--- src/rtl/core/utf8_stream_decoder_defines.svh ---
// Assertion macros used by the top-level decoder file.
`ifndef UTF8_STREAM_DECODER_DEFINES_SVH
`define UTF8_STREAM_DECODER_DEFINES_SVH

`ifndef NO_ASSERTIONS
// Antecedent holds: consequent holds in the same cycle.
`define U8D_ASSERT_SAME(label, clk, rst_n, ante, cons) \
    label: assert property (@(posedge clk) disable iff (!rst_n) (ante) |-> (cons)) \
        else $error("decoder check failed");
// Antecedent holds: consequent holds in the next cycle.
`define U8D_ASSERT_NEXT(label, clk, rst_n, ante, cons) \
    label: assert property (@(posedge clk) disable iff (!rst_n) (ante) |=> (cons)) \
        else $error("decoder check failed");
`else
`define U8D_ASSERT_SAME(label, clk, rst_n, ante, cons)
`define U8D_ASSERT_NEXT(label, clk, rst_n, ante, cons)
`endif

`endif

--- src/rtl/core/u8d_pkg.sv ---
package u8d_pkg;

    localparam int unsigned CP_W    = 21;
    localparam int unsigned MIN_W   = 17;
    localparam int unsigned HALF_W  = 10;
    localparam int unsigned RES_MAX = 3;
    localparam int unsigned Q_DEPTH = 4;

    // Configuration register indexes.
    localparam logic [0:0] CFG_STRICT = 1'b0;
    localparam logic [0:0] CFG_SKIP   = 1'b1;

    typedef enum logic [1:0] {
        ST_VALID      = 2'd0,
        ST_ILLEGAL    = 2'd1,
        ST_INCOMPLETE = 2'd2
    } t_status;

    typedef struct packed {
        logic [CP_W-1:0] cp;
        t_status         st;
    } t_result;

    // All results caused by one input byte, oldest in slot 0.
    typedef struct packed {
        logic [1:0]               cnt;
        t_result [RES_MAX-1:0]    res;
    } t_entry;

    typedef struct packed {
        logic full;
        logic empty;
    } t_q_stat;

endpackage

--- src/rtl/core/u8d_if.sv ---
interface u8d_in_if;
    logic       valid;
    logic       ready;
    logic [7:0] data_byte;
    logic       final_byte;

    modport source (output valid, data_byte, final_byte, input ready);
    modport sink   (input valid, data_byte, final_byte, output ready);
endinterface

interface u8d_out_if;
    logic        valid;
    logic        ready;
    logic [20:0] code_point;
    logic [1:0]  status;
    logic        run_end;

    modport source (output valid, code_point, status, run_end, input ready);
    modport sink   (input valid, code_point, status, run_end, output ready);
endinterface

--- src/rtl/core/utf8_stream_decoder.sv ---
// Channel  Dir  Handshake      Word contents
// i_in     in   valid/ready    data_byte[7:0], final_byte
// o_out    out  valid/ready    code_point[20:0], status[1:0], run_end
// cfg      in   i_cfg_we only  i_cfg_idx (0 strict_mode, 1 skip_invalid), i_cfg_data
//
// One input word is taken per cycle while the result queue has room; it is
// classified in the same cycle and up to three results are queued (a byte
// may give none). Results leave one per cycle while o_out.ready is high;
// sustained input rate is one word per cycle while each byte yields at most
// one result and the consumer is ready. The first result passes through the
// queue and is registered in the output stage before it is presented.
// Synchronous active-low reset restores strict mode, clears skip, and
// empties the decoder state, the queue and the output stage.
`include "utf8_stream_decoder_defines.svh"

module utf8_stream_decoder import u8d_pkg::*; #(
    parameter int unsigned QUEUE_DEPTH = Q_DEPTH
) (
    input  logic       i_clk,
    input  logic       i_rst_n,
    u8d_in_if.sink     i_in,
    u8d_out_if.source  o_out,
    input  logic       i_cfg_we,
    input  logic [0:0] i_cfg_idx,
    input  logic [0:0] i_cfg_data
);

    // The front decodes bytes and keeps the sequence and surrogate state.
    // Everything a byte produces is packed into one queue entry, so the
    // back end only has to walk through the entry's results in order.
    logic    push;
    logic    pop;
    t_entry  entry;
    t_entry  head;
    t_q_stat q_stat;

    u8d_front u_front (
        .i_clk      (i_clk),
        .i_rst_n    (i_rst_n),
        .i_in       (i_in),
        .i_cfg_we   (i_cfg_we),
        .i_cfg_idx  (i_cfg_idx),
        .i_cfg_data (i_cfg_data),
        .i_q_stat   (q_stat),
        .o_push     (push),
        .o_entry    (entry)
    );

    // The queue decouples the byte side from the result side, so a stalled
    // consumer does not stop decoding until the queue fills.
    u8d_queue #(
        .DEPTH (QUEUE_DEPTH)
    ) u_queue (
        .i_clk   (i_clk),
        .i_rst_n (i_rst_n),
        .i_push  (push),
        .i_entry (entry),
        .i_pop   (pop),
        .o_head  (head),
        .o_stat  (q_stat)
    );

    // The back end holds one entry and presents its results one per cycle while
    // o_out.ready is high, marking the last with run_end.
    u8d_back u_back (
        .i_clk    (i_clk),
        .i_rst_n  (i_rst_n),
        .i_head   (head),
        .i_q_stat (q_stat),
        .o_pop    (pop),
        .o_out    (o_out)
    );

    // More results of the same byte must follow without a gap.
    `U8D_ASSERT_NEXT(a_run_continues, i_clk, i_rst_n, o_out.valid && !o_out.run_end, o_out.valid)
    // An incomplete report is always the last word of its byte and carries zero.
    `U8D_ASSERT_SAME(a_incomplete_last, i_clk, i_rst_n,
        o_out.valid && (o_out.status == ST_INCOMPLETE),
        o_out.run_end && (o_out.code_point == '0))
    // Faults reported as illegal never carry a code point.
    `U8D_ASSERT_SAME(a_illegal_zero, i_clk, i_rst_n,
        o_out.valid && (o_out.status == ST_ILLEGAL), o_out.code_point == '0)
    // The front never writes an entry into a full queue.
    `U8D_ASSERT_SAME(a_no_push_full, i_clk, i_rst_n, push, !q_stat.full)

endmodule

--- src/rtl/core/u8d_front.sv ---
module u8d_front import u8d_pkg::*; (
    input  logic           i_clk,
    input  logic           i_rst_n,
    u8d_in_if.sink         i_in,
    input  logic           i_cfg_we,
    input  logic [0:0]     i_cfg_idx,
    input  logic [0:0]     i_cfg_data,
    input  t_q_stat        i_q_stat,
    output logic           o_push,
    output t_entry         o_entry
);

    logic              r_strict;
    logic              r_skip;
    logic [CP_W-1:0]   r_acc;
    logic [1:0]        r_rem;
    logic [MIN_W-1:0]  r_min;
    logic [HALF_W-1:0] r_high;
    logic              r_pend;

    logic [CP_W-1:0]   n_acc;
    logic [1:0]        n_rem;
    logic [MIN_W-1:0]  n_min;
    logic [HALF_W-1:0] n_high;
    logic              n_pend;

    logic              accept;
    logic [7:0]        b;
    logic              is_cont;
    logic [CP_W-1:0]   acc_sh;
    logic              pre_fault;
    logic              do_lead;
    logic              seq_done;
    logic              lead_ascii;
    logic              lead_bad;
    logic              do_value;
    logic [CP_W-1:0]   val;
    logic [MIN_W-1:0]  vmin;
    logic              surr;
    logic              illegal;
    logic              bad;
    logic              is_hi;
    logic              is_lo;
    logic              joined;
    logic [CP_W-1:0]   pair_cp;
    t_status           fs;
    t_entry            ent;

    function automatic t_entry f_push(t_entry e, logic [CP_W-1:0] cp, t_status st);
        t_entry r;
        r = e;
        if (e.cnt != 2'd3) begin
            r.res[e.cnt].cp = cp;
            r.res[e.cnt].st = st;
            r.cnt           = e.cnt + 2'd1;
        end
        return r;
    endfunction

    assign accept      = i_in.valid && !i_q_stat.full;
    assign i_in.ready  = !i_q_stat.full;
    assign b           = i_in.data_byte;

    assign is_cont     = (b[7:6] == 2'b10);
    assign acc_sh      = {r_acc[CP_W-7:0], b[5:0]};
    assign pre_fault   = (r_rem != 2'd0) && !is_cont;
    assign do_lead     = (r_rem == 2'd0) || !is_cont;
    assign seq_done    = (r_rem == 2'd1) && is_cont;
    assign lead_ascii  = !b[7];
    assign lead_bad    = (b[7] && (b < 8'hc2)) || (b > 8'hf4);
    assign do_value    = seq_done || (do_lead && lead_ascii);
    assign val         = seq_done ? acc_sh : {13'd0, b};
    assign vmin        = seq_done ? r_min : '0;

    // Value checks; the surrogate range is 0xD800..0xDFFF.
    assign surr    = (val[20:11] == 10'h01b);
    assign is_hi   = (val[20:10] == 11'h036);
    assign is_lo   = (val[20:10] == 11'h037);
    assign illegal = (val >= 21'h00fdd0) &&
                     ((val > 21'h10ffff) || (val[15:1] == 15'h7fff) || (val < 21'h00fdf0));
    assign bad     = (r_strict && ((val < {4'd0, vmin}) || surr)) ||
                     (!r_skip && illegal);
    assign pair_cp = {1'b0, r_high, val[9:0]} + 21'h010000;
    assign fs      = r_skip ? ST_VALID : ST_ILLEGAL;

    always_comb begin
        ent    = '0;
        n_pend = r_pend;
        n_acc  = r_acc;
        n_rem  = r_rem;
        n_min  = r_min;
        n_high = r_high;
        joined = 1'b0;

        if ((r_rem != 2'd0) && is_cont) begin
            n_acc = acc_sh;
            n_rem = r_rem - 2'd1;
        end

        // A broken sequence reports first; the byte then starts over as a lead.
        if (pre_fault) begin
            n_rem = 2'd0;
            if (n_pend) begin
                n_pend = 1'b0;
                ent    = f_push(ent, '0, fs);
            end
            ent = f_push(ent, '0, fs);
        end

        if (do_lead && lead_bad) begin
            if (n_pend) begin
                n_pend = 1'b0;
                ent    = f_push(ent, '0, fs);
            end
            ent = f_push(ent, '0, fs);
        end else if (do_lead && !lead_ascii) begin
            if (b < 8'he0) begin
                n_acc = {16'd0, b[4:0]};
                n_rem = 2'd1;
                n_min = 17'h00080;
            end else if (b < 8'hf0) begin
                n_acc = {17'd0, b[3:0]};
                n_rem = 2'd2;
                n_min = 17'h00800;
            end else begin
                n_acc = {18'd0, b[2:0]};
                n_rem = 2'd3;
                n_min = 17'h10000;
            end
        end

        if (do_value) begin
            if (bad) begin
                if (n_pend) begin
                    n_pend = 1'b0;
                    ent    = f_push(ent, '0, fs);
                end
                ent = f_push(ent, '0, fs);
            end else begin
                if (n_pend) begin
                    n_pend = 1'b0;
                    if (is_lo) begin
                        ent    = f_push(ent, pair_cp, ST_VALID);
                        joined = 1'b1;
                    end else begin
                        ent = f_push(ent, '0, fs);
                    end
                end
                if (!joined) begin
                    if (!r_strict && is_hi) begin
                        n_high = val[HALF_W-1:0];
                        n_pend = 1'b1;
                    end else if (!r_strict && is_lo) begin
                        ent = f_push(ent, '0, fs);
                    end else begin
                        ent = f_push(ent, val, ST_VALID);
                    end
                end
            end
        end

        if (i_in.final_byte && ((n_rem != 2'd0) || n_pend)) begin
            ent    = f_push(ent, '0, ST_INCOMPLETE);
            n_rem  = 2'd0;
            n_pend = 1'b0;
            n_acc  = '0;
        end
    end

    assign o_push  = accept && (ent.cnt != 2'd0);
    assign o_entry = ent;

    always_ff @(posedge i_clk) begin
        if (!i_rst_n) begin
            r_strict <= 1'b1;
            r_skip   <= 1'b0;
            r_acc    <= '0;
            r_rem    <= 2'd0;
            r_min    <= '0;
            r_high   <= '0;
            r_pend   <= 1'b0;
        end else begin
            if (i_cfg_we) begin
                unique case (i_cfg_idx)
                    CFG_STRICT: r_strict <= i_cfg_data[0];
                    CFG_SKIP:   r_skip   <= i_cfg_data[0];
                    default:    ;
                endcase
            end
            if (accept) begin
                r_acc  <= n_acc;
                r_rem  <= n_rem;
                r_min  <= n_min;
                r_high <= n_high;
                r_pend <= n_pend;
            end
        end
    end

endmodule

--- src/rtl/core/u8d_queue.sv ---
module u8d_queue import u8d_pkg::*; #(
    parameter int unsigned DEPTH = Q_DEPTH
) (
    input  logic    i_clk,
    input  logic    i_rst_n,
    input  logic    i_push,
    input  t_entry  i_entry,
    input  logic    i_pop,
    output t_entry  o_head,
    output t_q_stat o_stat
);

    localparam int unsigned PTR_W = (DEPTH > 1) ? $clog2(DEPTH) : 1;
    localparam int unsigned CNT_W = $clog2(DEPTH + 1);

    t_entry             r_mem [DEPTH];
    logic [PTR_W-1:0]   r_wr_ptr;
    logic [PTR_W-1:0]   r_rd_ptr;
    logic [CNT_W-1:0]   r_count;
    logic               do_push;
    logic               do_pop;

    assign o_stat.full  = (r_count == CNT_W'(DEPTH));
    assign o_stat.empty = (r_count == '0);
    assign do_push      = i_push && !o_stat.full;
    assign do_pop       = i_pop && !o_stat.empty;
    assign o_head       = r_mem[r_rd_ptr];

    always_ff @(posedge i_clk) begin
        if (do_push) begin
            r_mem[r_wr_ptr] <= i_entry;
        end
    end

    always_ff @(posedge i_clk) begin
        if (!i_rst_n) begin
            r_wr_ptr <= '0;
            r_rd_ptr <= '0;
            r_count  <= '0;
        end else begin
            if (do_push) begin
                r_wr_ptr <= (r_wr_ptr == PTR_W'(DEPTH - 1)) ? '0 : r_wr_ptr + 1'b1;
            end
            if (do_pop) begin
                r_rd_ptr <= (r_rd_ptr == PTR_W'(DEPTH - 1)) ? '0 : r_rd_ptr + 1'b1;
            end
            if (do_push && !do_pop) begin
                r_count <= r_count + 1'b1;
            end else if (do_pop && !do_push) begin
                r_count <= r_count - 1'b1;
            end
        end
    end

endmodule

--- src/rtl/core/u8d_back.sv ---
module u8d_back import u8d_pkg::*; (
    input  logic      i_clk,
    input  logic      i_rst_n,
    input  t_entry    i_head,
    input  t_q_stat   i_q_stat,
    output logic      o_pop,
    u8d_out_if.source o_out
);

    t_entry     r_ent;
    logic [1:0] r_idx;
    logic       r_full;
    logic       last;
    logic       load;

    assign last  = (r_idx == (r_ent.cnt - 2'd1));
    assign load  = !r_full || (o_out.ready && last);
    assign o_pop = load && !i_q_stat.empty;

    assign o_out.valid      = r_full;
    assign o_out.code_point = r_ent.res[r_idx].cp;
    assign o_out.status     = r_ent.res[r_idx].st;
    assign o_out.run_end    = last;

    always_ff @(posedge i_clk) begin
        if (o_pop) begin
            r_ent <= i_head;
        end
    end

    always_ff @(posedge i_clk) begin
        if (!i_rst_n) begin
            r_full <= 1'b0;
            r_idx  <= 2'd0;
        end else if (load) begin
            r_full <= !i_q_stat.empty;
            r_idx  <= 2'd0;
        end else if (o_out.ready) begin
            r_idx <= r_idx + 2'd1;
        end
    end

endmodule
--- src/flat_wrapper.sv ---
// flat-port wrapper written by rule: the top's interface ports become plain ports
module utf8_stream_decoder_flat import u8d_pkg::*;
#(
    parameter int unsigned QUEUE_DEPTH = Q_DEPTH
)
  (i_clk, i_rst_n, i_cfg_we, i_cfg_idx, i_cfg_data, i_in_valid, i_in_data_byte, i_in_final_byte, i_in_ready, o_out_valid, o_out_code_point, o_out_status, o_out_run_end, o_out_ready);
  u8d_in_if i_in_i ();
  u8d_out_if o_out_i ();
  input  logic i_clk;
  input  logic i_rst_n;
  input  logic i_cfg_we;
  input  logic [0:0] i_cfg_idx;
  input  logic [0:0] i_cfg_data;
  input wire logic [$bits(i_in_i.valid)-1:0] i_in_valid;
  input wire logic [$bits(i_in_i.data_byte)-1:0] i_in_data_byte;
  input wire logic [$bits(i_in_i.final_byte)-1:0] i_in_final_byte;
  output wire logic [$bits(i_in_i.ready)-1:0] i_in_ready;
  output wire logic [$bits(o_out_i.valid)-1:0] o_out_valid;
  output wire logic [$bits(o_out_i.code_point)-1:0] o_out_code_point;
  output wire logic [$bits(o_out_i.status)-1:0] o_out_status;
  output wire logic [$bits(o_out_i.run_end)-1:0] o_out_run_end;
  input wire logic [$bits(o_out_i.ready)-1:0] o_out_ready;
  assign i_in_i.valid = i_in_valid;
  assign i_in_i.data_byte = i_in_data_byte;
  assign i_in_i.final_byte = i_in_final_byte;
  assign i_in_ready = i_in_i.ready;
  assign o_out_valid = o_out_i.valid;
  assign o_out_code_point = o_out_i.code_point;
  assign o_out_status = o_out_i.status;
  assign o_out_run_end = o_out_i.run_end;
  assign o_out_i.ready = o_out_ready;
  utf8_stream_decoder #(.QUEUE_DEPTH(QUEUE_DEPTH)) u_core (.i_clk(i_clk), .i_rst_n(i_rst_n), .i_in(i_in_i), .o_out(o_out_i), .i_cfg_we(i_cfg_we), .i_cfg_idx(i_cfg_idx), .i_cfg_data(i_cfg_data));
endmodule
--- config.mk ---
export PLATFORM = sky130hd
export DESIGN_NAME = utf8_stream_decoder_flat
export DESIGN_NICKNAME = d
export VERILOG_FILES = /design/src/rtl/core/u8d_pkg.sv /design/src/rtl/core/u8d_if.sv /design/src/rtl/core/utf8_stream_decoder.sv /design/src/rtl/core/u8d_front.sv /design/src/rtl/core/u8d_queue.sv /design/src/rtl/core/u8d_back.sv /design/src/flat_wrapper.sv
export VERILOG_INCLUDE_DIRS = /design/src /design/src/rtl/core
export SDC_FILE = /design/constraint.sdc
export NUM_CORES = 1
export LEC_CHECK = 0
export ABC_CLOCK_PERIOD_IN_PS = 6000
export BUFFER_PORTS_ARGS = -buffer_cell sky130_fd_sc_hd__buf_4
export CAP_MARGIN = 5
export CORE_MARGIN = 3
export CORE_UTILIZATION = 24
export CTS_BUF_LIST = sky130_fd_sc_hd__clkbuf_4
export CTS_CLUSTER_SIZE = 14
export DETAILED_ROUTE_END_ITERATION = 10
export SLEW_MARGIN = 25
export SYNTH_ARGS = -nofsm -noshare
export SYNTH_HDL_FRONTEND = slang
export SYNTH_SLANG_ARGS = --single-unit
export TNS_END_PERCENT = 100
--- constraint.sdc ---
create_clock -name i_clk -period 6 [get_ports i_clk]
set_input_delay 0.3 -clock i_clk [delete_from_list [all_inputs] [get_ports i_clk]]
set_output_delay 0.3 -clock i_clk [all_outputs]
set_load 0.05 [all_outputs]
==> results of run 1 <==
placed cells by master (no fill, tap or decap), types with 3 or more instances in the layout:
| cell type | instances |
|---|---|
| a211oi_1 | 3 |
| a21boi_0 | 6 |
| a21o_1 | 4 |
| a21oi_1 | 27 |
| a22oi_1 | 24 |
| a31oi_1 | 10 |
| a32oi_1 | 12 |
| and2_1 | 16 |
| and2_4 | 4 |
| and3_1 | 10 |
| and4_1 | 3 |
| buf_12 | 4 |
| buf_4 | 50 |
| bufinv_16 | 4 |
| clkbuf_4 | 138 |
| clkinv_1 | 30 |
| dfxtp_1 | 40 |
| dlygate4sd3_1 | 20 |
| edfxtp_1 | 355 |
| ha_1 | 18 |
| inv_1 | 16 |
| inv_2 | 3 |
| mux2i_1 | 36 |
| mux4_2 | 71 |
| nand2_1 | 71 |
| nand2b_1 | 4 |
| nand3_1 | 30 |
| nand4_1 | 7 |
| nor2_1 | 58 |
| nor2b_1 | 33 |
| nor3_1 | 20 |
| nor3b_1 | 9 |
| o21ai_0 | 42 |
| o31a_1 | 3 |
| o41ai_1 | 4 |
| or2_2 | 3 |
| or3_1 | 7 |
| xnor2_1 | 4 |
| xor2_1 | 4 |
how the worst max path moves through the flow:
stage	startpoint	to	slack [ns]	depth (start not counted)
after floorplan	u_core.u_back.r_idx[1]$_SDFFE_PP0P_	u_core.u_queue.r_count[2]$_SDFFE_PN0P_	0.38	13
after global placement	u_core.u_front.r_rem[0]$_SDFFE_PN0P_	u_core.u_queue.r_count[2]$_SDFFE_PN0P_	1.53	16
after detailed placement	u_core.u_front.r_rem[0]$_SDFFE_PN0P_	u_core.u_queue.r_count[2]$_SDFFE_PN0P_	1.36	16
after CTS	u_core.u_front.r_rem[0]$_SDFFE_PN0P_	u_core.u_queue.r_count[2]$_SDFFE_PN0P_	1.27	16
after global routing	u_core.u_front.r_rem[0]$_SDFFE_PN0P_	u_core.u_queue.r_count[2]$_SDFFE_PN0P_	0.82	16
final	u_core.u_front.r_rem[0]$_SDFFE_PN0P_	u_core.u_queue.r_count[2]$_SDFFE_PN0P_	1.22	16
worst max-delay path: cells and delay by family, from the launching register on:
kind / cells / cell delay, ns
buffers and inverters: 1 / 0.06
adders and majority gates: 4 / 1.15
muxes: 1 / 0.33
AOI/OAI and AO/OA: 4 / 1.19
DFF: 1 / 0.39
xor gates and xnor gates: 1 / 0.18
and+or+nand+nor: 5 / 1.35
power by group:
| group | internal (W) | switching (W) |
|---|---|---|
| Sequential | 0.00362 | 0.000206 |
| Clock | 0.00124 | 0.00106 |
| Combinational | 0.000739 | 0.00118 |
cell families (layout without fill, tap and decap cells):
kind of cell / Yosys count / after routing / synth area share [%]
DFF: 398 / 398 / 68.8
buffers and inverters: 80 / 272 / 1.90
adders and majority gates: 19 / 19 / 1.46
AOI/OAI and AO/OA: 163 / 163 / 6.70
other: 0 / 1 / 0
and+or+nand+nor: 293 / 293 / 9.04
muxes: 107 / 107 / 11.7
xor gates and xnor gates: 8 / 8 / 0.418
what timing repair did:
action,in CTS,in global routing
hold buffers,20,0
hold endpoints to repair,77,0
resized for setup,0,0
sequential cells by signal, summed over array words and instances, names as in the netlist:
register and count:
u_core.u_front.r_rem 2, u_core.u_queue.r_count 3, u_core.u_front.r_pend 1, u_core.u_back.r_idx 2, u_core.u_back.o_out.valid 1, u_core.u_front.r_strict 1, u_core.u_queue.r_wr_ptr 2, u_core.u_front.r_min 3
u_core.u_front.r_acc 15, u_core.u_back.r_ent 71, u_core.u_queue.r_mem 284, u_core.u_front.r_skip 1, u_core.u_queue.r_rd_ptr 2, u_core.u_front.r_high 10
layout make-up:
type | count | area, µm² | share of cell area [%]
clock buffers | 138 | 1040 | 5.26
diodes | 1 | 2.50 | 0.0127
inverters | 17 | 63.8 | 0.324
flip-flops and latches | 398 | 11500 | 58.5
multi-input cells | 590 | 4930 | 25.0
repair buffers | 77 | 706 | 3.58
well taps | 931 | 1160 | 5.91
clock inverters | 40 | 267 | 1.35
routing by layer:
metal  vias to the layer above  track usage (%)  wire (µm)
met5                         -                0          0
met4                         0             4.64        945
met3                        45             2.35       2460
met2                       324             17.9      19400
met1                      5067             13.6      17000
li1                       4497                -          -
metrics by stage:
stage | util, % | instances
final | 28.6 | 2192
after global routing | 28.6 | 2192
after CTS | 28.6 | 2191
after detailed placement | 26.4 | 1993
after global placement | 26.4 | 1990
after floorplan | - | 1068
==> impl_metrics.py, run 1 <==
metrics = {
    "logic_synthesis": {
        "synthTopCellsByArea": "edfxtp_1, mux4_2, dfxtp_1",
        "postSynthRegisterBits": 398,
        "ys.flop_type": "edfxtp_1",
        "post-synth-top-area-cell": "edfxtp_1",
        "number_of_enable_type_register_cells_in_the_synthesized_netlist": 355,
        "yosys_warnings": 0,
        "synth_top_cells_by_count": "edfxtp_1, mux4_2, nand2_1, nor2_1, dfxtp_1",
        "asyncSetResetFlopFracSynth_pct": 0,
        "syn_area_per_cell_um2": 15.7,
        "netlist-cell-type-count": 73,
        "post_syn_area_um2": 16800,
        "synth_sequential_area_ratio_pct": 68.8,
        "synth_nets": 1103,
        "syn_inst": 1068,
        "synth.most_common_cell": "edfxtp_1",
        "synth.top_cell.area_share_pct": 63.6,
    },
    "worst_setup_path": {
        "timing.critical_path.mode_cell": "ha_1",
        "regToRegStartpoint": "u_core.u_front.r_rem[0]$_SDFFE_PN0P_",
        "slowest_stage": "and3b_1",
        "worstPathCellList": "ha_1, and3b_1, and2_1, ha_1, nor2_1, a311o_1, a31oi_1, mux2i_1, nor2_1, a31oi_1, ha_1, inv_1, fa_1, xor2_1, or3_1, a21boi_0",
        "crit_path_max_incr_delay_ns": 0.56,
        "worst-path-max-fanout": 16,
        "r2r_cells": 16,
        "setup.worst_path.class": "reg2reg",
        "endpoint_kind": "flip-flop",
        "regToRegSetupSlack_ns": 1.22,
        "r2r-end": "u_core.u_queue.r_count[2]$_SDFFE_PN0P_",
        "worst_ep_arrival_time_ns": 5.46,
        "required_time_of_the_worst_setup_path_ns": 6.68,
        "start_kind": "flip-flop",
    },
    "layout": {
        "final_area_um2": 19700,
        "final_net_count": 1218,
        "drive_above_1_share_pct": 23.7,
        "nFillCells": 6894,
        "synthToLayoutAreaGrowth_pct": 17.6,
    },
    "sta": {
        "maxSlewViolCount": 0,
        "setup_repair_after_global_routing_missed_its_margin": "no",
        "final_worst_setup_slack_ns": 1.22,
        "finalCritPeriodShare_pct": 79.6,
        "worst-slew-pin-transition_ns": 1.00,
        "layout_min_cycle_time_ns": 4.78,
        "setup_tns_ns": 0,
        "finalSetupViolCount": 0,
        "maxClockFrequency_ghz": 0.209,
        "finalHoldViolCount": 0,
        "worst_hold_slack_ns": 0.262,
        "timing.max_slew.rel_slack_pct": 33.0,
        "timing.clock.skew_ns": 0.0467,
    },
    "routing": {
        "route.detailed.drc": 0,
        "drt_first_pass_iters": 6,
        "avgRoutedWirePerCell_um": 18.1,
        "detail-route-antenna-nets": 0,
        "vias_per_cell": 4.53,
        "routed_wl_um": 39800,
        "initialDrtViolationCount": 838,
        "total_via_count_in_the_routed_design": 9933,
    },
    "floorplanning": {
        "die_area_um2": 73000,
        "boundaryPins": 42,
        "floorplan.rows": 96,
        "start_util_pct": 24.3,
        "dieWidth_um": 270,
        "fp.coreArea_um2": 68800,
        "die_height_um": 270,
    },
    "status": {
        "status": "complete, no violations",
    },
    "clock_tree": {
        "cts_tree": "built",
        "clk_sinks": 398,
        "cts.reportedPaths.clkPinSlew_ns": 0.07,
        "cts_root_buf": "clkbuf_4",
        "worstSkewPairLatency_ns": 0.79,
        "htreeDepth": 3,
        "post_cts.repair.setup_buffers": 0,
        "clock_path_buffers": 3,
        "cts_bufs_inserted": 99,
    },
    "min_path": {
        "hold_depth": 5,
        "worst_hold_endpoint": "u_core.u_front.r_min[11]$_SDFFE_PN0P_",
        "hold_start": "i_in_valid",
        "hp-class": "in2reg",
    },
    "placed_design": {
        "dp_worst_setup_slack_ns": 1.36,
        "dpl.hpwl_um": 24500,
        "placed_area_um2": 18200,
        "placement.io_buffers": 41,
        "routabilityCongestion": 0.833,
    },
    "power_and_ir_drop": {
        "peakVddDrop_mv": 0.274,
        "leakage_power_of_the_design_nw": 6.35,
        "overall_power_w": 0.00803,
        "power.density_nw_per_um2": 408,
    },
    "grt": {
        "grt_antenna_before_repair": 2,
        "track_usage_pct": 10.8,
        "wire_length_of_the_first_global_routing_pass_um": 60900,
        "grt_pass1_vias": 10291,
        "gr-total-overflow": 0,
        "grt_max_degree": 72,
    },
    "flow_run": {
        "reported_max_cap_violation_count": 0,
    },
}
Power figures use the tool's default switching activity.
==> run 2: changes to the inputs <==
- ABC_AREA: default -> 1
- ABC_CLOCK_PERIOD_IN_PS: 6000 -> 4830
- clock period: 6 -> 4.83 ns (I/O delays scaled with it)
==> impl_metrics.py, run 2 <==
metrics = {
    "clock_tree": {
        "cts.reportedPaths.clkPinSlew_ns": 0.06,
        "htreeDepth": 3,
        "cts_tree": "built",
        "cts_bufs_inserted": 100,
        "clock_path_buffers": 3,
        "worstSkewPairLatency_ns": 0.86,
        "clk_sinks": 398,
        "cts_root_buf": "clkbuf_4",
    },
    "worst_setup_path": {
        "r2r_cells": 15,
        "required_time_of_the_worst_setup_path_ns": 5.34,
        "regToRegSetupSlack_ns": 0.67,
        "crit_path_max_incr_delay_ns": 0.57,
        "r2r-end": "u_core.u_queue.r_mem[2][29]$_DFFE_PP_",
        "endpoint_kind": "flip-flop",
        "worst_ep_arrival_time_ns": 4.67,
        "start_kind": "flip-flop",
        "regToRegStartpoint": "u_core.u_front.r_rem[1]$_SDFFE_PN0P_",
        "worst_path_dominant_cell_family": "simple AND/OR/NAND/NOR gates",
        "setup.worst_path.class": "reg2reg",
        "path_buf_inv": 4,
        "worstPathCellList": "inv_1, ha_1, nand3_2, nor2_1, nand4_1, nor2_4, nand2_2, buf_4, inv_1, nand3_1, o21ai_1, nand2_1, o21ai_0, inv_1, nor3_1",
        "slowest_stage": "nor3_1",
        "worst-path-max-fanout": 14,
        "timing.critical_path.mode_cell": "inv_1",
    },
    "sta": {
        "final_worst_setup_slack_ns": 0.671,
        "finalCritPeriodShare_pct": 86.1,
        "finalSetupViolCount": 0,
        "finalHoldViolCount": 0,
        "maxClockFrequency_ghz": 0.240,
        "timing.clock.skew_ns": 0.0861,
        "timing.max_slew.rel_slack_pct": 34.7,
        "layout_min_cycle_time_ns": 4.16,
        "maxSlewViolCount": 0,
        "worst-slew-pin-transition_ns": 0.980,
        "setup_repair_after_global_routing_missed_its_margin": "no",
    },
    "placed_design": {
        "dpl.hpwl_um": 30400,
        "placement.io_buffers": 41,
        "dp_worst_setup_slack_ns": 0.829,
        "routabilityCongestion": 0.906,
    },
    "min_path": {
        "worst_hold_endpoint": "u_core.u_back.o_out.valid$_SDFFE_PN0N_",
        "hold_start": "o_out_ready",
        "hp-class": "in2reg",
        "hold_depth": 5,
    },
    "logic_synthesis": {
        "synthTopCellsByArea": "edfxtp_1, nor2_1, o21ai_0",
        "synth_sequential_area_ratio_pct": 65.9,
        "synth_nets": 1658,
        "post-synth-top-area-cell": "edfxtp_1",
        "number_of_enable_type_register_cells_in_the_synthesized_netlist": 355,
        "synth_top_cells_by_count": "edfxtp_1, nor2_1, o21ai_0, nand2_1, inv_1",
        "synth.most_common_cell": "edfxtp_1",
        "synth.mux.area_fraction_pct": 0,
        "yosys_warnings": 0,
        "syn_area_per_cell_um2": 10.8,
        "synth_simple_gate_area_share_pct": 14.5,
        "ys.flop_type": "edfxtp_1",
        "syn_inst": 1623,
        "synth.top_cell.area_share_pct": 61.0,
        "post_syn_area_um2": 17500,
        "asyncSetResetFlopFracSynth_pct": 0,
        "postSynthRegisterBits": 398,
        "synth_compound_gate_area_share_pct": 13.8,
        "netlist-cell-type-count": 47,
        "post_synth_fa_ha_maj_area_fraction_pct": 1.40,
        "largest_family_of_logic_cells_by_synthesized_area": "simple AND/OR/NAND/NOR gates",
        "synthXorXnorAreaFrac_pct": 0.150,
    },
    "grt": {
        "gr-total-overflow": 0,
        "grt_max_degree": 97,
        "wire_length_of_the_first_global_routing_pass_um": 74500,
        "grt_antenna_before_repair": 3,
        "grt_pass1_vias": 12641,
        "track_usage_pct": 12.7,
    },
    "layout": {
        "layout_commonest_cell": "edfxtp_1",
        "sequential_cell_area_um2": 11500,
        "regMostFlops": "u_core.u_queue.r_mem",
        "top_regs": "u_core.u_queue.r_mem x284, u_core.u_back.r_ent x71, u_core.u_front.r_acc x15",
        "final_net_count": 1756,
        "synthToLayoutAreaGrowth_pct": 16.7,
        "final_cell_mix": "edfxtp_1, nor2_1, o21ai_0, nand2_1, clkbuf_4",
        "nFillCells": 7517,
        "drive_above_1_share_pct": 14.7,
        "area_of_the_multi_input_gates_um2": 5250,
        "largest_reg_flops": 284,
    },
    "routing": {
        "vias_per_cell": 4.73,
        "routed_wl_um": 48700,
        "detail-route-antenna-nets": 0,
        "avgRoutedWirePerCell_um": 17.7,
        "drt_first_pass_iters": 6,
        "route.detailed.drc": 0,
        "total_via_count_in_the_routed_design": 12981,
        "initialDrtViolationCount": 1064,
    },
    "status": {
        "status": "complete, no violations",
    },
    "floorplanning": {
        "floorplan.rows": 98,
        "die_height_um": 276,
        "start_util_pct": 24.3,
        "fp.coreArea_um2": 71900,
        "die_area_um2": 76100,
        "boundaryPins": 42,
        "dieWidth_um": 276,
    },
    "flow_run": {
        "reported_max_cap_violation_count": 0,
    },
    "power_and_ir_drop": {
        "leakage_power_of_the_design_nw": 7.28,
        "power.density_nw_per_um2": 515,
        "peakVddDrop_mv": 0.303,
        "overall_power_w": 0.0105,
    },
}
==> run 2: cell count changes after synthesis, sizes merged, moves of 42 or more <==
cell and delta:
inv +75, mux4 -71, nand2 +72, nand3 +42, nor2 +281, o21ai +151, o22ai +69
==> run 2: cells by family after synthesis <==
kind of cell               count (synthesis)
buffers and inverters                    189
adders and majority gates                 19
DFF                                      398
and+or+nand+nor                          601
AOI/OAI and AO/OA                        413
xor gates and xnor gates                   3
==> run 2: how the worst max path moves through the flow <==
stage	startpoint	to	slack [ns]	cells after the start
2_1_floorplan	u_core.u_front.r_rem[1]$_SDFFE_PN0P_	u_core.u_queue.r_mem[0][0]$_DFFE_PP_	-0.89	23
3_3_place_gp	u_core.u_front.r_rem[1]$_SDFFE_PN0P_	u_core.u_queue.r_count[2]$_SDFFE_PN0P_	0.91	23
3_5_place_dp	u_core.u_front.r_rem[1]$_SDFFE_PN0P_	u_core.u_queue.r_mem[2][29]$_DFFE_PP_	0.83	15
4_1_cts	u_core.u_front.r_rem[1]$_SDFFE_PN0P_	u_core.u_queue.r_mem[2][29]$_DFFE_PP_	0.77	15
5_1_grt	u_core.u_front.r_rem[1]$_SDFFE_PN0P_	u_core.u_queue.r_mem[3][27]$_DFFE_PP_	0.37	15
6_report	u_core.u_front.r_rem[1]$_SDFFE_PN0P_	u_core.u_queue.r_mem[2][29]$_DFFE_PP_	0.67	15
==> run 2: what timing repair did <==
action,4_1_cts,5_1_grt
hold endpoints to repair,60,0
endpoints found under the setup margin,0,0
setup buffers,0,0
hold buffers,20,0
gates resized for setup,0,0
==> run 2: through the flow <==
stage	instances	area [µm²]	TNS [ns]	utilization, %	hold WS (ns)
detailed placement	2549	18900	0	26.4	0.449
floorplan	1623	17500	-253.20	-	0.372
global placement	2549	18900	0	26.4	0.444
finish	2745	20400	0	28.4	0.334
CTS	2743	20400	0	28.4	0.245
global route	2745	20400	0	28.4	0.342
==> run 2: power by group <==
group	leakage, nW	switching [W]	internal (W)
clock	0.727	0.00134	0.00139
combinational	2.67	0.00222	0.000774
sequential	3.88	0.000209	0.00458
==> run 2: final cells by class <==
class                      instances  share of cell area (%)
inverter                          93                    1.74
sequential                       398                    56.5
antenna                            2                  0.0246
timing repair buffer              92                    4.08
clock inverter                    42                    1.17
multi-input combinational       1036                    25.7
clock buffer                     132                    4.86
tap                              950                    5.83
==> run 2: per-layer routing <==
layer  vias up  global-route usage, %  part of all wire, %
met4         2                   5.06                  2.7
met5         -                      0                0.021
met3        92                   2.94                  6.6
met1      6336                   16.1                   43
li1       6096                      -                    -
met2       455                   21.0                   47
==> run 2: worst register-to-register path, delay by kind of cell, from the launching register on <==
kind	cells	cell delay, ns
AOI/OAI and AO/OA	2	0.22
adders and majority gates	1	0.37
buffers and inverters	4	0.90
DFF	1	0.33
and+or+nand+nor	8	1.99
==> run 3: changes to the inputs <==
- ABC_CLOCK_PERIOD_IN_PS: 4830 -> default
- RECOVER_POWER: default -> 50
==> impl_metrics.py, run 3 (synthesized netlist as in run 2, its figures left out) <==
metrics = {
    "sta": {
        "finalHoldViolCount": 0,
        "setup_repair_after_global_routing_missed_its_margin": "no",
        "finalCritPeriodShare_pct": 89.5,
        "final_worst_setup_slack_ns": 0.506,
        "timing.max_slew.rel_slack_pct": -94.1,
        "layout_min_cycle_time_ns": 4.32,
        "timing.clock.skew_ns": 0.0863,
        "finalSetupViolCount": 0,
        "maxSlewViolCount": 169,
        "worst_hold_slack_ns": 0.336,
        "worst-slew-pin-transition_ns": 2.91,
        "maxClockFrequency_ghz": 0.231,
    },
    "worst_setup_path": {
        "start_kind": "flip-flop",
        "worst-path-max-fanout": 28,
        "endpoint_kind": "flip-flop",
        "worst_ep_arrival_time_ns": 4.84,
        "setup.worst_path.class": "reg2reg",
        "slowest_stage": "nand2_1",
        "required_time_of_the_worst_setup_path_ns": 5.35,
        "crit_path_max_incr_delay_ns": 0.67,
        "timing.critical_path.mode_cell": "nand2_1",
        "worstPathCellList": "inv_1, ha_1, nand3_1, nor2_2, ha_1, inv_1, nand2_1, nor3_1, nand2_1, nand2_1, nand2_1, nand2_1, nand2_1, nand2_1, clkbuf_2, a211oi_1",
    },
    "clock_tree": {
        "cts.reportedPaths.clkPinSlew_ns": 0.06,
        "htreeDepth": 3,
        "clock_path_buffers": 3,
        "cts_tree": "built",
        "worstSkewPairLatency_ns": 0.86,
        "cts_root_buf": "clkbuf_4",
        "cts_bufs_inserted": 100,
        "post_cts.repair.setup_buffers": 0,
        "clk_sinks": 398,
    },
    "grt": {
        "grt_antenna_before_repair": 3,
        "grt_max_degree": 97,
        "track_usage_pct": 12.7,
        "wire_length_of_the_first_global_routing_pass_um": 74500,
        "gr-total-overflow": 0,
        "grt_pass1_vias": 12641,
    },
    "power_and_ir_drop": {
        "peakVddDrop_mv": 0.299,
        "overall_power_w": 0.0104,
        "power.density_nw_per_um2": 515,
        "leakage_power_of_the_design_nw": 7.19,
    },
    "placed_design": {
        "dp_worst_setup_slack_ns": 0.829,
        "dpl.hpwl_um": 30400,
        "placement.io_buffers": 41,
        "routabilityCongestion": 0.906,
    },
    "routing": {
        "total_via_count_in_the_routed_design": 12975,
        "route.detailed.drc": 0,
        "initialDrtViolationCount": 1047,
        "drt_first_pass_iters": 6,
        "routed_wl_um": 48600,
        "avgRoutedWirePerCell_um": 17.7,
        "detail-route-antenna-nets": 0,
        "vias_per_cell": 4.73,
    },
    "layout": {
        "nFillCells": 7533,
        "post-route-util_pct": 28.2,
        "drive_above_1_share_pct": 12.8,
        "area_of_the_multi_input_gates_um2": 5220,
        "layout_commonest_cell": "edfxtp_1",
        "final_net_count": 1756,
        "largest_reg_flops": 284,
        "top_regs": "u_core.u_queue.r_mem x284, u_core.u_back.r_ent x71, u_core.u_front.r_acc x15",
        "sequential_cell_area_um2": 11500,
        "synthToLayoutAreaGrowth_pct": 15.9,
        "final_cell_mix": "edfxtp_1, nor2_1, o21ai_0, nand2_1, clkbuf_4",
        "regMostFlops": "u_core.u_queue.r_mem",
    },
    "floorplanning": {
        "dieWidth_um": 276,
        "fp.coreArea_um2": 71900,
        "floorplan.rows": 98,
        "die_height_um": 276,
        "boundaryPins": 42,
        "die_area_um2": 76100,
        "start_util_pct": 24.3,
    },
    "status": {
        "status": "finished with violations",
        "failing_checks": "max-capacitance violations, max-slew violations",
    },
    "min_path": {
        "hp-class": "in2reg",
    },
    "flow_run": {
        "reported_max_cap_violation_count": 2,
    },
}
run 3: cell count changes in the layout (fill, tap and decap cells not counted), sizes merged:
cell / previous run / this run
clkbuf: 132 / 162
buf: 72 / 42
run 3: what timing repair did:
item	in CTS	in global routing
resized for setup	0	0
endpoints found under the hold margin	60	0
hold buffers	20	0
run 3: power breakdown:
part / leakage, nW / switching [W] / internal [W] / total (W)
combinational: 2.57 / 0.00222 / 0.000677 / 0.00289
clock: 0.727 / 0.00134 / 0.00139 / 0.00273
sequential: 3.88 / 0.000207 / 0.00460 / 0.00481
run 3: worst paths after layout:
| path | start | end | slack [ns] | depth (start not counted) |
|---|---|---|---|---|
| setup / recovery | u_core.u_front.r_rem[1]$_SDFFE_PN0P_ | u_core.u_queue.r_mem[3][20]$_DFFE_PP_ | 0.51 | 16 |
| hold / removal | o_out_ready | u_core.u_back.o_out.valid$_SDFFE_PN0N_ | 0.34 | 5 |
| setup reg to reg | u_core.u_front.r_rem[1]$_SDFFE_PN0P_ | u_core.u_queue.r_mem[3][20]$_DFFE_PP_ | 0.51 | 16 |
| hold reg to reg | u_core.u_front.r_high[3]$_SDFFE_PN0P_ | u_core.u_front.r_high[3]$_SDFFE_PN0P_ | 0.46 | 2 |
run 3: critical path: cells and delay by family, from the launching register on:
family          cells  cell delay [ns]
compound gates      1             0.65
fa+ha+maj           2             0.54
buf+inv             3             0.63
flops               1             0.33
simple gates       10             1.83
run 3: cell type report:
class                           count  share of cell area [%]
Sequential cell                   398                    56.9
Clock buffer                      132                    4.90
Timing Repair Buffer               92                    3.58
Clock inverter                     42                    1.18
Inverter                           93                    1.74
Antenna cell                        2                  0.0247
Multi-Input combinational cell   1036                    25.8
Tap cell                          950                    5.87
run 3: per-layer routing:
layer	part of all wire (%)	global-route usage, %	vias up
li1	-	-	6092
met1	44	16.1	6330
met2	47	21.0	459
met3	6.1	2.94	92
met4	2.7	5.06	2
met5	0.021	0	-
run 3: metrics by stage:
step                      setup TNS [ns]  instances  area (µm²)
after floorplan                  -253.20       1623       17500
after global placement                 0       2549       18900
after detailed placement               0       2549       18900
after CTS                              0       2743       20400
after global routing                   0       2745       20200
final                                  0       2745       20200
